File: src/rtl/hgc_pkg.sv
package hgc_pkg;

    // Number of CORDIC micro-rotations run; the angle table has 31 entries.
    localparam int CORDIC_STAGES = 24;
    localparam int CORDIC_RUN    = (CORDIC_STAGES < 32) ? CORDIC_STAGES : 32;

    // Field widths
    localparam int LAT_W  = 24;
    localparam int LON_W  = 25;
    localparam int RAD_W  = 23;
    localparam int DIST_W = 23;
    localparam int CFG_W  = 25;
    localparam int IDX_W  = 2;

    // Register indexes
    localparam logic [IDX_W-1:0] REG_SITE_LAT = 2'd0;
    localparam logic [IDX_W-1:0] REG_SITE_LON = 2'd1;
    localparam logic [IDX_W-1:0] REG_RADIUS   = 2'd2;

    localparam logic [RAD_W-1:0] RADIUS_RESET = 23'd51200;

    // Angle (degrees * 2^17) and trig datapath widths
    localparam int ANG_W  = 26;
    localparam int RED_W  = 28;
    localparam int TRIG_W = 33;
    localparam int VEC_W  = 34;
    localparam int SQ_W   = 63;
    localparam int ROOT_W = 31;
    localparam int SQ_STEPS = 31;

    localparam logic signed [RED_W-1:0] TURN_Q17    = 28'sd47185920;
    localparam logic signed [RED_W-1:0] HALF_Q17    = 28'sd23592960;
    localparam logic signed [RED_W-1:0] QUARTER_Q17 = 28'sd11796480;

    localparam logic signed [53:0] DEG_TO_RAD_Q32 = 54'sd74961321;
    localparam logic signed [TRIG_W-1:0] INV_GAIN_Q30 = 33'sd652032874;
    localparam logic [30:0] ONE_Q30 = 31'h4000_0000;
    localparam logic [21:0] KM_SCALE = 22'd3261952;
    localparam logic [DIST_W-1:0] DIST_MAX = 23'd5123863;

    // Pipeline latencies
    localparam int ROT_LAT = CORDIC_RUN + 3;
    localparam int LAT     = 2 * CORDIC_RUN + 39;

    function automatic logic [31:0] atan_q30(input int i);
        logic [31:0] v;
        case (i)
            0:  v = 32'h3243F6A8;
            1:  v = 32'h1DAC6705;
            2:  v = 32'h0FADBAFC;
            3:  v = 32'h07F56EA6;
            4:  v = 32'h03FEAB76;
            5:  v = 32'h01FFD55B;
            6:  v = 32'h00FFFAAA;
            7:  v = 32'h007FFF55;
            8:  v = 32'h003FFFEA;
            9:  v = 32'h001FFFFD;
            10: v = 32'h000FFFFF;
            11: v = 32'h0007FFFF;
            12: v = 32'h0003FFFF;
            13: v = 32'h0001FFFF;
            14: v = 32'h0000FFFF;
            15: v = 32'h00007FFF;
            16: v = 32'h00003FFF;
            17: v = 32'h00001FFF;
            18: v = 32'h00000FFF;
            19: v = 32'h000007FF;
            20: v = 32'h000003FF;
            21: v = 32'h000001FF;
            22: v = 32'h000000FF;
            23: v = 32'h0000007F;
            24: v = 32'h0000003F;
            25: v = 32'h0000001F;
            26: v = 32'h0000000F;
            27: v = 32'h00000008;
            28: v = 32'h00000004;
            29: v = 32'h00000002;
            30: v = 32'h00000001;
            default: v = 32'h00000000;
        endcase
        return v;
    endfunction

endpackage

File: src/rtl/hgc_isqrt.sv
module hgc_isqrt (
    input  logic                          clk,
    input  logic                          en,
    input  logic [30:0]                   val,
    output logic [hgc_pkg::ROOT_W-1:0]    root
);
    import hgc_pkg::*;

    logic [SQ_W-1:0] n_reg   [SQ_STEPS];
    logic [SQ_W-1:0] res_reg [SQ_STEPS];

    // One root bit per stage on the radicand val * 2^30.
    genvar k;
    generate
        for (k = 0; k < SQ_STEPS; k++)
        begin : g_step
            logic [SQ_W-1:0] ni, ri, trial;
            localparam logic [SQ_W-1:0] BIT = SQ_W'(1) << (2 * (SQ_STEPS - 1 - k));
            if (k == 0)
            begin : g_first
                assign ni = {2'b00, val, 30'b0};
                assign ri = '0;
            end
            else
            begin : g_next
                assign ni = n_reg[k-1];
                assign ri = res_reg[k-1];
            end
            assign trial = ri + BIT;
            always_ff @(posedge clk)
            begin
                if (en)
                begin
                    if (ni >= trial)
                    begin
                        n_reg[k]   <= ni - trial;
                        res_reg[k] <= (ri >> 1) + BIT;
                    end
                    else
                    begin
                        n_reg[k]   <= ni;
                        res_reg[k] <= ri >> 1;
                    end
                end
            end
        end
    endgenerate

    assign root = res_reg[SQ_STEPS-1][ROOT_W-1:0];

endmodule

File: config.mk
export PLATFORM = sky130hd
export DESIGN_NAME = hgc_isqrt
export DESIGN_NICKNAME = d
export VERILOG_FILES = /design/src/rtl/hgc_pkg.sv /design/src/rtl/hgc_isqrt.sv
export SDC_FILE = /design/constraint.sdc
export NUM_CORES = 2
export LEC_CHECK = 0
export BUFFER_PORTS_ARGS = -buffer_cell sky130_fd_sc_hd__buf_2
export CAP_MARGIN = 0
export CORE_UTILIZATION = 64
export CTS_BUF_LIST = sky130_fd_sc_hd__clkbuf_16
export CTS_CLUSTER_SIZE = 10
export DETAILED_ROUTE_END_ITERATION = 7
export PLACE_DENSITY = 0.8
export SLEW_MARGIN = 20
export SYNTH_ARGS = -nofsm -noshare
export SYNTH_HDL_FRONTEND = slang
export SYNTH_SLANG_ARGS = --single-unit
File: constraint.sdc
create_clock -name clk -period 5.6 [get_ports clk]
set_clock_uncertainty 0.2 [all_clocks]
set_input_delay 0.28 -clock clk [delete_from_list [all_inputs] [get_ports clk]]
set_output_delay 0.28 -clock clk [all_outputs]
set_load 0.05 [all_outputs]
==> reports/results.ini <==
[run_status]
outcome=completed

[timing]
rsz0062_at_grt=false
slew_viol_final=0
period_share_pct=84.50
fmax_mhz=211.3
setup_viol=0
hold_viol=0
min_period_ns=4.732
hold_ws_ns=0.06134
tns_ns=0
worst_pin_slew_ns=1.137
setup_slack_ns=0.8678
relSlewSlack_pct=23.20

[worst_setup_path]
cp-start-kind=register
r2r_start=n_reg[1][484]
reg2reg_slack_ns=0.87
r2r-end=n_reg[1][549]
r2r_cells=10
cp_max_fo=20
cp-end-kind=register
cp.arrival_ns=5.06
cp.required_ns=5.93
worstSetupPathType=reg2reg

[floorplan]
coreArea_um2=138200
dieArea_um2=141500
start_util_pct=64.84
die_h_um=376.1
io-pin-count=64
die_x_um=376.1
rows=136

[power_and_ir_drop]
p_sw_mw=11.61
comb_power_share_pct=23.8
total_power_mw=37.57
switching_share_pct=30.91
p_clk_share_pct=29.2
powerDensity_nw_per_um2=383.0
p_leak_nw=37.62
internal_power_mw=25.96
seq_power_share_pct=47.0
ir_drop_mv=0.3389

[cells_and_area]
regArea_um2=50450
final_area_um2=98090
final_nets=8584
syn_to_final_growth_pct=9.491
final_cell_mix=edfxtp_1, nand2_1, inv_1, o21ai_0, ha_1
drive_gt1_share_pct=5.476
multi_input_area_um2=36200
largest_reg_flops=1185
final_common_cell=edfxtp_1
fillers=9417

[synthesis]
syn_inst=7854
ys_ff_latch=1680
async_flop_share_pct=0
ys_warn_count=0
synth_nets=8394
syn_area_um2=89590
synth.distinct_cells=90
synth.yosys.seq_area_share_pct=56.31
ys.flop_type=edfxtp_1
synth_edf_count=1680
avgSynthCellArea_um2=11.41

[grt]
antenna_found_initial=0
grt_util_all_layers_pct=28.43
grt_pass1_vias=60094
grt_max_degree=147
grt_pass1_wl_um=321100
grt_overflow=0

[cts]
cts_root_buffer=clkbuf_16
clk_latency_ns=0.82
cts-resized-gates=0
cts.path.max_buffers=3
clk_pin_slew_ns=0.06
htreeDepth=4
numCtsBuffers=190
cts_tree=yes
cts.sinks=1680

[routing]
antenna_left=0
top_layer=met4
drtIter0Drc=6180
drc_errors=0
wl_met3_um=13480
vias=61732
dr.pass1.iters=8
met2_length_um=98830
avgRoutedWirePerCell_um=20.21
routed_wl_um=201200
viasPerCell=6.201
met1_length_um=83160

[worst_hold_path]
min_to=n_reg[0][60]
worstHoldPathCells=3
hold_start=val[30]
min_path_type=in2reg

[placement]
gp_congestion=0.9250
post_dp_cell_area_um2=92110
dp_hpwl_um=144200
portBuffers=63
place_ws_ns=0.9397

[run]
maxCapViolCount=0

## cell type report
class                           count  area share, %
Antenna cell                        2       0.005102
Clock buffer                      190          4.847
Inverter                          623          2.384
Tap cell                         1863          2.376
Multi-Input combinational cell   5370          36.91
Clock inverter                     48         0.6033
Timing Repair Buffer              179          1.450
Sequential cell                  1680          51.43
## Yosys cell counts, types with 79 or more instances
master       n  area, um2
edfxtp_1  1680      50450
nand2_1    684       2567
inv_1      620       2327
o21ai_0    524       2623
ha_1       493       6168
nor2_1     476       1787
xor2_1     446       3906
a21oi_1    441       2207
xnor2_1    369       3232
nor3_1     224       1121
a21o_1     188       1411
clkbuf_1   167      626.9
nor4_1     166       1039
nand3_1    127      635.6
or3_1      109      681.9
nand2b_1    93      581.8
nand4_1     79      494.2
## worst max-delay path by stage
| stage | from | to | slack [ns] | cells past startpoint |
|---|---|---|---|---|
| final | n_reg[1][484] | n_reg[1][549] | 0.87 | 10 |
| after global routing | n_reg[1][484] | n_reg[1][549] | 0.56 | 10 |
| after CTS | n_reg[1][484] | n_reg[1][557] | 0.95 | 10 |
| after detailed placement | n_reg[1][484] | n_reg[1][557] | 0.94 | 10 |
| after global placement | n_reg[1][484] | n_reg[1][549] | 1.16 | 10 |
| after floorplan | en | n_reg[1][821] | 1.66 | 3 |
## through the flow
step	cells	utilization (%)
global route	9953	70.99
detailed placement	9652	66.66
CTS	9952	70.98
global placement	9652	66.66
floorplan	7854	-
finish	9955	70.99
## power groups by stage
stage          logic, mW  clock network, mW  registers [mW]
4_1_cts             8.82               11.1            17.6
3_5_place_dp        8.68                  0            17.8
6_report            8.93               11.0            17.6
3_3_place_gp        8.42                  0            17.8
2_1_floorplan       6.78                  0            17.3
5_1_grt             9.88               11.6            17.8
## critical path, cell delays in order (launching register included)
cell	delay (ns)
edfxtp_1	0.45
or3_1	0.42
nor3_1	0.44
nand4_1	0.30
or2_2	0.38
nor4b_1	0.65
o211a_1	0.67
clkinv_1	0.25
o311ai_0	0.37
nor4_1	0.14
xor2_1	0.19
## logic make-up after synthesis
logic type,after synthesis,share of synthesized area (%)
AND/OR/NAND/NOR,2365,13.32
flip-flops,1680,56.31
AO/OA/AOI/OAI,1650,11.42
XOR/XNOR,815,7.967
buffers and inverters,804,3.378
adder cells (fa/ha/maj),507,7.198
multiplexers,33,0.4050
## repair_timing
action / 4_1_cts / 5_1_grt
setup buffers: 0 / 0
hold buffers: 62 / 0
endpoints found under the hold margin: 134 / 0
## layer usage
| metal | vias to the layer above | GRT usage [%] |
|---|---|---|
| met3 | 438 | 3.938 |
| met5 | - | 0 |
| met2 | 2492 | 48.32 |
| met4 | 0 | 9.119 |
| met1 | 29608 | 37.82 |
| li1 | 29194 | - |
(Power assumes the default switching activity.)
